<file path="config.mk">
export PLATFORM = sky130hd
export DESIGN_NAME = odiff_seq
export DESIGN_NICKNAME = d
export VERILOG_FILES = /design/src/odiff_pkg.sv /design/src/odiff_seq.sv
export SDC_FILE = /design/constraint.sdc
export NUM_CORES = 1
export LEC_CHECK = 0
export ABC_CLOCK_PERIOD_IN_PS = 31700
export BUFFER_PORTS_ARGS = -buffer_cell sky130_fd_sc_hd__buf_2
export CORE_ASPECT_RATIO = 0.75
export CORE_MARGIN = 2
export CORE_UTILIZATION = 30
export DETAILED_ROUTE_END_ITERATION = 8
export PLACE_DENSITY = 0.46
export SYNTH_ARGS = -nofsm -noshare
export SYNTH_HDL_FRONTEND = slang
export SYNTH_SLANG_ARGS = --single-unit
export TNS_END_PERCENT = 20
</file>
<file path="constraint.sdc">
create_clock -name clk -period 31.7 [get_ports clk]
set_input_delay 6.34 -clock clk [delete_from_list [all_inputs] [get_ports clk]]
set_output_delay 6.34 -clock clk [all_outputs]
set_load 0.01 [all_outputs]
</file>
<file path="src/odiff_pkg.sv">
// Shared types, widths and codes for the offset difference stream block.
package odiff_pkg;

	localparam int SAMPLE_W = 16;
	localparam int VALUE_W  = 18;
	localparam int POS_W    = 24;
	localparam int LEN_W    = 24;
	localparam int CNT_W    = 25;
	localparam int OFF_W    = 13;
	localparam int MODE_W   = 2;
	localparam int IDX_W    = 2;
	localparam int CFG_W    = 24;
	localparam int OUT_W    = 48;

	// mode register codes; the unused code runs as first difference
	typedef enum logic [MODE_W-1:0] {
		MODE_DIFF   = 2'd0,
		MODE_SECOND = 2'd1,
		MODE_SUM    = 2'd2
	} mode_t;

	typedef enum logic [IDX_W-1:0] {
		REG_MODE   = 2'd0,
		REG_OFFSET = 2'd1,
		REG_LENGTH = 2'd2
	} reg_idx_t;

	// arithmetic selected per item
	typedef enum logic [2:0] {
		OP_ZERO   = 3'd0,
		OP_COPY   = 3'd1,
		OP_DIFF   = 3'd2,
		OP_SUM    = 3'd3,
		OP_SECOND = 3'd4
	} op_t;

	// effective configuration
	typedef struct packed {
		logic [MODE_W-1:0] mode;
		logic [OFF_W-1:0]  off;       // clamped to MAX_OFFSET
		logic [LEN_W-1:0]  len;       // zero taken as one
		logic [CNT_W-1:0]  span;      // len + off
		logic              short_img; // 2*off > len
	} cfg_t;

	// per-item decision from the sequencer
	typedef struct packed {
		logic             emit;
		logic             store;
		op_t              op;
		logic [POS_W-1:0] pos;
		logic             last;
	} item_ctl_t;

endpackage

</file>
<file path="src/odiff_seq.sv">
// Item counter, write pointer and per-item decision logic.
module odiff_seq #(
	parameter int DEPTH = 8192,
	parameter int AW    = 13
) (
	input  logic                  clk,
	input  logic                  arst_n,
	input  odiff_pkg::cfg_t       cfg,
	input  logic                  restart,
	input  logic                  accept,
	input  logic                  drain,
	output odiff_pkg::item_ctl_t  ctl,
	output logic [AW-1:0]         wr_addr,
	output logic [AW-1:0]         near_addr,
	output logic [AW-1:0]         far_addr
);

	localparam int CW = AW + 1;

	logic [odiff_pkg::CNT_W-1:0] cnt_q;
	logic [AW-1:0]               wp_q;
	logic [odiff_pkg::CNT_W-1:0] lim, c, c_inc, nxt, q, off_ext;
	logic                        mode1, in_img, act, near_ok, far_ok;
	logic [CW-1:0]               wp_ext, k_near, k_far;

	always_comb begin
		mode1   = (cfg.mode == odiff_pkg::MODE_SECOND);
		off_ext = odiff_pkg::CNT_W'(cfg.off);
		lim     = mode1 ? cfg.span : {1'b0, cfg.len};
		c       = (cnt_q >= lim) ? '0 : cnt_q;
		c_inc   = c + odiff_pkg::CNT_W'(1);
		nxt     = (c_inc >= lim) ? '0 : c_inc;
		in_img  = !mode1 || (c < {1'b0, cfg.len});
		act     = !(drain && in_img);   // stray drains leave state alone
		q       = c - off_ext;
		near_ok = (c >= off_ext);
		far_ok  = in_img && !cfg.short_img && (q >= off_ext);

		ctl.emit  = act && (!mode1 || near_ok);
		ctl.store = act && in_img;
		if (cfg.off == '0)
			ctl.op = odiff_pkg::OP_COPY;
		else if (mode1)
			ctl.op = far_ok ? odiff_pkg::OP_SECOND : odiff_pkg::OP_ZERO;
		else if (near_ok)
			ctl.op = (cfg.mode == odiff_pkg::MODE_SUM) ? odiff_pkg::OP_SUM : odiff_pkg::OP_DIFF;
		else
			ctl.op = odiff_pkg::OP_ZERO;
		ctl.pos  = mode1 ? q[odiff_pkg::POS_W-1:0] : c[odiff_pkg::POS_W-1:0];
		ctl.last = (ctl.pos == cfg.len - odiff_pkg::LEN_W'(1));
	end

	// circular lookback addresses
	always_comb begin
		wp_ext    = {1'b0, wp_q};
		k_near    = CW'(cfg.off);
		k_far     = CW'({cfg.off, 1'b0});
		near_addr = AW'((wp_ext >= k_near) ? wp_ext - k_near : wp_ext + CW'(DEPTH) - k_near);
		far_addr  = AW'((wp_ext >= k_far) ? wp_ext - k_far : wp_ext + CW'(DEPTH) - k_far);
	end

	assign wr_addr = wp_q;

	always_ff @(posedge clk or negedge arst_n) begin
		if (!arst_n) begin
			cnt_q <= '0;
			wp_q  <= '0;
		end else if (restart) begin
			cnt_q <= '0;
			wp_q  <= '0;
		end else if (accept && act) begin
			cnt_q <= nxt;
			if (ctl.store) begin
				wp_q <= (wp_q == AW'(DEPTH - 1)) ? '0 : wp_q + AW'(1);
			end
		end
	end

	a_restart_clears: assert property (@(posedge clk) disable iff (!arst_n)
		restart |=> (cnt_q == '0) && (wp_q == '0))
		else $error("counter or pointer not cleared by register write");

	a_wp_range: assert property (@(posedge clk) disable iff (!arst_n)
		wp_q <= AW'(DEPTH - 1))
		else $error("write pointer beyond delay depth");

endmodule

</file>
==> results_dict.tcl <==
set metrics [dict create \
    status "finished clean" \
    leakagePower_uw 0.00477 \
    worstHoldStart "wr_addr[0]" \
    crit_arrival_ns 14.10 \
    power_uw 187 \
    ys_warn_count 0 \
    syn_area_per_cell_um2 7.20 \
    hold_violations 0 \
    setup_viol 0 \
    dp_hpwl_um 27400 \
    vias 8919 \
    chipWidth_um 194 \
    fin_crit_ns 20.44 \
    rsz0062_at_grt "no" \
    yosysSeqAreaShare 0.117 \
    synth_area_um2 8110 \
    insertion_delay_ns 0.31 \
    setup-tns-final_ns 0 \
    die_area_um2 28400 \
    wire_per_inst_um 21.2 \
    final_util 0.347 \
    grt-ovfl-total 0 \
    fin_crit_sh 0.645 \
    clkTransAtPathRegs_ns 0.06 \
    final_cell_area_um2 9300 \
    reg2reg_to "cnt_q[2]" \
    cts_buffers 5 \
    grt_pass1_vias 8328 \
    cpPeakStageDelay_ns 0.66 \
    grt_busiest_layer "met1" \
    final_layout_size_suffix_gt1_frac 0.145 \
    yosys_most_used_dff "dfrtp_1" \
    ctsHoldBuffers 0 \
    yosys_register_bits 38 \
    dr.pass1.iters 6 \
    path_class "input port to output port" \
    worst-r2r-setup-slack_ns 24.13 \
    die_height_um 146 \
    regArea_um2 951 \
    worstMarginPinSlew_ns 0.843 \
    nets 1427 \
    via_per_inst 5.62 \
    ant_nets 0 \
    multi_input_area_um2 6660 \
    cts_tree "yes" \
    netlist_instances 1126 \
    cts.path.max_buffers 2 \
    met2_usage 0.334 \
    required_ns 25.36 \
    cp-start-kind "input port" \
    start_util 0.302 \
    critPathSlowestCell "nor3_1" \
    max_freq_mhz 48.9 \
    areaGrowthSynthToFinish_pct 14.7 \
    synth_edf_count 0 \
    core_um2 26800 \
    finalMaxSlewViolations 0 \
    cts_resized 0 \
    nFillCells 2940 \
    skew_ns 0.0149 \
    worst-r2r-cell-count 31 \
    synth_cell_types 78 \
    cts_setup_buffers 0 \
    fp-row-count 52 \
    final_cell_mix "buf_2, ha_1, nor2_1, nand2_1, inv_1" \
    min_to "wr_addr[0]" \
    synth_nets 1318 \
    clock_sinks 38 \
    cts_root_buffer "clkbuf_16" \
    io_buffers 138 \
    io_pins 139 \
    cap_viol_max_count 0 \
    path_max_fanout 71 \
    met3_usage 0.0367 \
    r2r_start "cnt_q[14]" \
    met1_usage 0.370 \
    hold_depth 1 \
    final_common_cell "buf_2" \
    hp-class "flip-flop to flip-flop" \
    antenna_found_initial 0 \
    place_congestion 0.930 \
    htreeDepth 2 \
    wl_um 33600 \
    synthArstFlopShare 1.00 \
    drc 0 \
    grt_max_degree 72 \
    grt_pass1_wl_um 51400 \
    groute.usage.overall 0.235 \
    drtIter0Drc 847 \
    p_per_area_nw_per_um2 20.1 \
    hold_ws_ns 0.574 \
    max_slew_margin 0.433 \
    placed_area_um2 9130 \
    peakVddDrop_mv 0.0266 \
    cp-end-kind "output port" \
    diodes 0 \
]
[stage by stage]
| step | instances | setup WS, ns |
|---|---|---|
| after floorplan | 1126 | 11.65 |
| after global placement | 1579 | 11.46 |
| after detailed placement | 1579 | 11.29 |
| after CTS | 1586 | 11.26 |
| after global routing | 1586 | 10.70 |
| final | 1586 | 11.26 |
[worst max-delay path, delay by kind of cell]
family          cells  cell delay (ns)
fa+ha+maj           3             1.06
compound gates     11             3.44
xor+xnor            1             0.22
buf+inv             4             1.17
simple gates        8             1.79
[routing by layer]
metal / wire, um / up-vias
met5: 0 / -
met4: 409 / 0
met3: 2530 / 28
met2: 13500 / 339
met1: 17200 / 4240
li1: - / 4312
[cells by family after synthesis]
logic type               Yosys count  synth area share
AO/OA/AOI/OAI                    313             0.262
AND/OR/NAND/NOR                  426             0.258
buffers and inverters            129            0.0620
multiplexers                       7           0.00957
adder cells (fa/ha/maj)          125             0.195
XOR/XNOR                          88            0.0968
flip-flops                        38             0.117
[state kept, by name, summed over array words and instances (netlist names)]
register	cells
cnt_q	25
wr_addr	13
[synth_stat cells, types with 30 or more instances]
cell | instances | share of area
ha_1 | 119 | 0.18
nor2_1 | 114 | 0.053
nand2_1 | 98 | 0.045
inv_1 | 80 | 0.037
a21oi_1 | 76 | 0.047
xnor2_1 | 70 | 0.076
o21ai_0 | 66 | 0.041
a21o_1 | 40 | 0.037
nand3_1 | 40 | 0.025
dfrtp_1 | 38 | 0.12
clkbuf_1 | 36 | 0.017
nor3_1 | 30 | 0.019
[worst max-delay path by stage]
stage / slack (ns) / startpoint / endpoint / depth (start not counted)
after global placement: 11.46 / cfg[64] / ctl[27] / 29
after detailed placement: 11.29 / cfg[63] / ctl[27] / 27
after CTS: 11.26 / cfg[64] / ctl[27] / 27
after global routing: 10.70 / cfg[63] / ctl[27] / 27
after floorplan: 11.65 / cfg[63] / ctl[0] / 32
final: 11.26 / cfg[64] / ctl[27] / 27
[area by class of cell]
type                       count  share of cell area
sequential                    38               0.102
clock inverter                 1             0.00323
multi-input combinational    959               0.716
timing repair buffer         149              0.0831
clock buffer                   6              0.0149
inverter                      82              0.0331
tap                          351              0.0472
[power by group]
part | internal (uW) | leakage [uW] | switching, uW | total, uW
clock network | 39.1 | 0.0000829 | 26.4 | 65.4
registers | 48.7 | 0.000530 | 0.498 | 49.2
logic | 27.0 | 0.00416 | 45.0 | 71.9
(Power assumes the default switching activity.)
