===== src/odiff_pkg.sv =====
// Shared types, widths and codes for the offset difference stream block.
package odiff_pkg;

	localparam int SAMPLE_W = 16;
	localparam int VALUE_W  = 18;
	localparam int POS_W    = 24;
	localparam int LEN_W    = 24;
	localparam int CNT_W    = 25;
	localparam int OFF_W    = 13;
	localparam int MODE_W   = 2;
	localparam int IDX_W    = 2;
	localparam int CFG_W    = 24;
	localparam int OUT_W    = 48;

	// mode register codes; the unused code runs as first difference
	typedef enum logic [MODE_W-1:0] {
		MODE_DIFF   = 2'd0,
		MODE_SECOND = 2'd1,
		MODE_SUM    = 2'd2
	} mode_t;

	typedef enum logic [IDX_W-1:0] {
		REG_MODE   = 2'd0,
		REG_OFFSET = 2'd1,
		REG_LENGTH = 2'd2
	} reg_idx_t;

	// arithmetic selected per item
	typedef enum logic [2:0] {
		OP_ZERO   = 3'd0,
		OP_COPY   = 3'd1,
		OP_DIFF   = 3'd2,
		OP_SUM    = 3'd3,
		OP_SECOND = 3'd4
	} op_t;

	// effective configuration
	typedef struct packed {
		logic [MODE_W-1:0] mode;
		logic [OFF_W-1:0]  off;       // clamped to MAX_OFFSET
		logic [LEN_W-1:0]  len;       // zero taken as one
		logic [CNT_W-1:0]  span;      // len + off
		logic              short_img; // 2*off > len
	} cfg_t;

	// per-item decision from the sequencer
	typedef struct packed {
		logic             emit;
		logic             store;
		op_t              op;
		logic [POS_W-1:0] pos;
		logic             last;
	} item_ctl_t;

endpackage


===== src/odiff_cfg.sv =====
// Configuration registers and derived effective settings.
module odiff_cfg #(
	parameter int MAX_OFFSET = 4096
) (
	input  logic                        clk,
	input  logic                        arst_n,
	input  logic                        cfg_wen,
	input  logic [odiff_pkg::IDX_W-1:0] cfg_index,
	input  logic [odiff_pkg::CFG_W-1:0] cfg_wdata,
	output odiff_pkg::cfg_t             cfg,
	output logic                        restart
);

	logic [odiff_pkg::MODE_W-1:0] mode_q;
	logic [odiff_pkg::OFF_W-1:0]  off_q;
	logic [odiff_pkg::LEN_W-1:0]  len_q;
	logic [odiff_pkg::OFF_W-1:0]  off_eff;
	logic [odiff_pkg::LEN_W-1:0]  len_eff;
	logic                         hit;

	always_comb begin
		hit = 1'b0;
		unique case (cfg_index)
			odiff_pkg::REG_MODE,
			odiff_pkg::REG_OFFSET,
			odiff_pkg::REG_LENGTH: hit = 1'b1;
			default:               hit = 1'b0;
		endcase
	end

	assign restart = cfg_wen && hit;

	always_ff @(posedge clk or negedge arst_n) begin
		if (!arst_n) begin
			mode_q <= odiff_pkg::MODE_DIFF;
			off_q  <= odiff_pkg::OFF_W'(1);
			len_q  <= odiff_pkg::LEN_W'(1);
		end else if (cfg_wen) begin
			unique case (cfg_index)
				odiff_pkg::REG_MODE:   mode_q <= cfg_wdata[odiff_pkg::MODE_W-1:0];
				odiff_pkg::REG_OFFSET: off_q  <= cfg_wdata[odiff_pkg::OFF_W-1:0];
				odiff_pkg::REG_LENGTH: len_q  <= cfg_wdata[odiff_pkg::LEN_W-1:0];
				default: ;
			endcase
		end
	end

	always_comb begin
		off_eff = (32'(off_q) > 32'(MAX_OFFSET)) ? odiff_pkg::OFF_W'(MAX_OFFSET) : off_q;
		len_eff = (len_q == '0) ? odiff_pkg::LEN_W'(1) : len_q;
		cfg.mode      = mode_q;
		cfg.off       = off_eff;
		cfg.len       = len_eff;
		cfg.span      = {1'b0, len_eff} + odiff_pkg::CNT_W'(off_eff);
		cfg.short_img = odiff_pkg::LEN_W'({off_eff, 1'b0}) > len_eff;
	end

endmodule


===== config.mk =====
export PLATFORM = sky130hd
export DESIGN_NAME = odiff_cfg
export DESIGN_NICKNAME = d
export VERILOG_FILES = /design/src/odiff_pkg.sv /design/src/odiff_cfg.sv
export SDC_FILE = /design/constraint.sdc
export NUM_CORES = 1
export LEC_CHECK = 0
export BUFFER_PORTS_ARGS = -buffer_cell sky130_fd_sc_hd__buf_2
export CORE_MARGIN = 4
export CORE_UTILIZATION = 35
export CTS_CLUSTER_DIAMETER = 50
export CTS_CLUSTER_SIZE = 30
export DETAILED_ROUTE_END_ITERATION = 12
export PLACE_DENSITY_LB_ADDON = 0.05
export SLEW_MARGIN = 20
export SYNTH_ARGS = -nofsm -noshare
export SYNTH_HDL_FRONTEND = slang
export SYNTH_SLANG_ARGS = --single-unit

===== constraint.sdc =====
create_clock -name clk -period 5.1 [get_ports clk]
set_input_delay 1.02 -clock clk [delete_from_list [all_inputs] [get_ports clk]]
set_output_delay 1.02 -clock clk [all_outputs]
set_load 0.01 [all_outputs]

==> impl_summary.md <==
Synthesis
The yosys synthesis warning count is 0. The fraction of synthesis flops using an asynchronous set or reset pin is 100%. The average footprint of a synthesized cell is 9.95 um2. In this run the cell area of the synthesized design comes to 2870 um2.

In the synthesized netlist the dominant register cell turns out to be sky130_fd_sc_hd__dfrtp_1. The synthesized design contains 39 register bits. Counting every net in the synthesized netlist gives 342. Counting every instance in the synthesized netlist gives 288.

The count of flip-flops with a built-in enable after synthesis is 0. The number of distinct standard cells referenced by the synthesized netlist is 46. The share of the Yosys chip area taken by registers is 34.1%.

Floorplan
The core box area is 7850 um2. The die footprint is 9700 um2. The initial core utilization is 36.5%. The die is 98.5 um wide. The die is 98.5 um tall. 95 I/O pins were placed. The floorplan has 32 rows.

Timing
The slew at the pin with the worst max-slew slack is 909 ps. The final worst-path setup slack is 578 ps. The normalized max-slew margin is 39.4%. The setup total negative slack is 0 ps.

The final count of hold timing violations is 0. Setup repair after global routing left no endpoint under its margin. Based on the critical path, the design can be clocked at up to 0.221 GHz.

The final critical path takes up 88.7% of the cycle. The worst path in the final design needs a cycle of 4520 ps, including I/O delays and setup. The final worst clock skew is 0 ps. The final count of pins violating max slew is 0. The number of endpoints failing setup at the final stage is 0.

Clocking
Buffers inserted to repair hold after CTS numbered 0. Clock-pin slew was measured on the worst setup and hold paths at 90 ps. The H-tree was split into 2 levels. TritonCTS built the clock tree. The post-CTS setup-driven buffer insertion count is 0. The cell chosen for the clock root is sky130_fd_sc_hd__clkbuf_8. The post-CTS resize count is 0. The total clock sinks is 39.

In this run, CTS created clock tree buffers numbering 5. For the worst-skew pair, the clock arrives at the later sink with an insertion delay of 300 ps. The maximum count of clock buffers along a single path is 2.

Global routing
The maximum number of pins on one net before global-route repair is 40. The overall fraction of global-route tracks in use is 16.1%. After global routing the overflow that remains totals 0.

The via count of the first global-routing pass is 2,414. The initial antenna violation count is 0. The first global-routing pass estimated 12,500 um of wire.

Layout
The count of inserted antenna diode cells is 0. The post-synthesis to final-layout area growth is 20.5%. The final-stage net count is 415. Measured on the finished design, the core utilization comes to 44.0%. With fillers left out, the area of the finished cells amounts to 3450 um2. Of the cells placed in the final design, the portion with a size suffix greater than 1 is 42.3%.

Pwr
The total power divided by cell area is 400 nW/um2. VDD sags by at most 0.162 mV. The completed layout was analyzed and its total power is 1.38 mW. The static power due to leakage is 1.69 nW.

Place
The count of input and output buffers is 94. In this run the cell area measured after placement is 3360 um2. The HPWL after detailed placement is 6130 um. The weighted congestion at the end of routability-driven global placement is 0.793. The worst slack at placement is 871 ps.

Setup path
The worst setup path is launched from a flip-flop. The worst setup path is captured at a primary output. The data required time of the worst path is 4080 ps. The category of the most critical setup path is reg2out. The data arrival time of the critical path is 3500 ps. The critical-path maximum fanout is 6.

Drt
The routed design has 7660 um of wire. The final route contains 2,335 vias. For this run, design rule violations remaining after detail routing come to 0.

The detail route stage leaves a number of antenna-violating nets equal to 0. The number of DRC violations after detailed-routing iteration 0 is 61. The first detailed-routing pass ran for 6 iterations. Using the TritonRoute via totals, the vias-per-cell ratio works out to 5.03.

In the final routed layout, each cell accounts on average for 16.5 um.

Status
The run finished with clean final reports.

Hold path
The worst min-delay path class is reg2reg.

Flow run
Across the run, the number of max-cap violations was 0.
cells by family after synthesis:
family	share of synthesized area, %
AO/OA/AOI/OAI	13.7
XOR/XNOR	6.73
adder cells (fa/ha/maj)	11.9
buffers and inverters	6.64
flip-flops	34.1
multiplexers	15.3
AND/OR/NAND/NOR	11.6
stage by stage:
| stage | cells | hold WS (ps) |
|---|---|---|
| final | 464 | 503 |
| after global routing | 464 | 512 |
| after CTS | 464 | 506 |
| after detailed placement | 456 | 486 |
| after global placement | 456 | 479 |
| after floorplan | 288 | 471 |
power breakdown:
group / internal (mW) / switching [mW] / leakage [nW]
clock: 0.0980 / 0.125 / 0.0408
combinational: 0.328 / 0.380 / 1.19
sequential: 0.369 / 0.0798 / 0.459
total: 0.795 / 0.585 / 1.69
layout make-up:
type	instances	area (um2)
Fill cell	811	4400
Timing Repair Buffer	97	493
Sequential cell	39	978
Clock buffer	5	68.8
Inverter	17	63.8
Clock inverter	3	23.8
Multi-Input combinational cell	201	1700
Tap cell	102	128
per-layer routing:
| layer | global-route usage [%] | wire length, um |
|---|---|---|
| met1 | 22.0 | 3640 |
| met2 | 26.4 | 3470 |
| met3 | 3.33 | 481 |
| met4 | 3.47 | 67 |
| met5 | 0 | 0 |
layout by cell type (no fill, tap or decap), drive strengths merged, types with 4 or more instances in the layout:
cell type  instances
and3               4
nor4               7
a211oi             5
a21boi             4
buf               97
nand3              5
dfrtp             37
ha                24
o21bai             4
clkbuf             5
nor2b             11
mux2              39
xnor2             15
nor2              11
nand2              8
xor2               7
inv               18
a21oi             14
o21ai              6
a21o               7
registers in the layout (all words and copies together) (netlist names):
register	cells
len_q	24
mode_q	2
off_q	13
critical path: stages (launching register included):
cell	delay, ps
sky130_fd_sc_hd__dfrtp_1	440
sky130_fd_sc_hd__nor4_1	340
sky130_fd_sc_hd__nand2_1	150
sky130_fd_sc_hd__o21bai_1	310
sky130_fd_sc_hd__ha_1	280
sky130_fd_sc_hd__fa_1	260
sky130_fd_sc_hd__a211oi_1	90
sky130_fd_sc_hd__nor2_1	290
sky130_fd_sc_hd__a2111oi_4	110
sky130_fd_sc_hd__nor3_2	440
sky130_fd_sc_hd__o211ai_1	190
sky130_fd_sc_hd__xnor2_1	160
sky130_fd_sc_hd__buf_2	140
cells in the mapped netlist (all sizes together) (2+ instances only):
library cell	n	area, um2
a211oi	5	37.5
a21boi	4	30.0
a21o	7	52.6
a21oi	14	73.8
and2b	2	15.0
and3	4	25.0
buf	4	25.0
clkbuf	27	101
dfrtp	37	926
dfstp	2	52.6
ha	24	300
inv	17	63.8
maj3	2	20.0
mux2	39	439
nand2	8	30.0
nand3	5	25.0
nand3b	2	15.0
nand4	2	12.5
nor2	11	41.3
nor2b	11	68.8
nor3b	2	15.0
nor4	7	43.8
o211ai	3	22.5
o21ai	6	30.0
o21bai	4	33.8
o31ai	3	22.5
or2	2	15.0
xnor2	15	131
xor2	7	61.3
path summary, 6_finish.rpt:
| path | startpoint | endpoint | slack, ps | depth (start not counted) |
|---|---|---|---|---|
| worst min-delay path | off_q[5] | off_q[5] | 500 | 1 |
| worst min register to register | off_q[5] | off_q[5] | 500 | 1 |
| max in group asynchronous | arst_n | len_q[10] | 3690 | 1 |
| worst max-delay path | len_q[21] | cfg[23] | 580 | 12 |
| worst max register to register | off_q[12] | off_q[12] | 3950 | 2 |
| min in group asynchronous | arst_n | off_q[2] | 850 | 1 |
No activity file was read; power rests on OpenSTA's default activity.
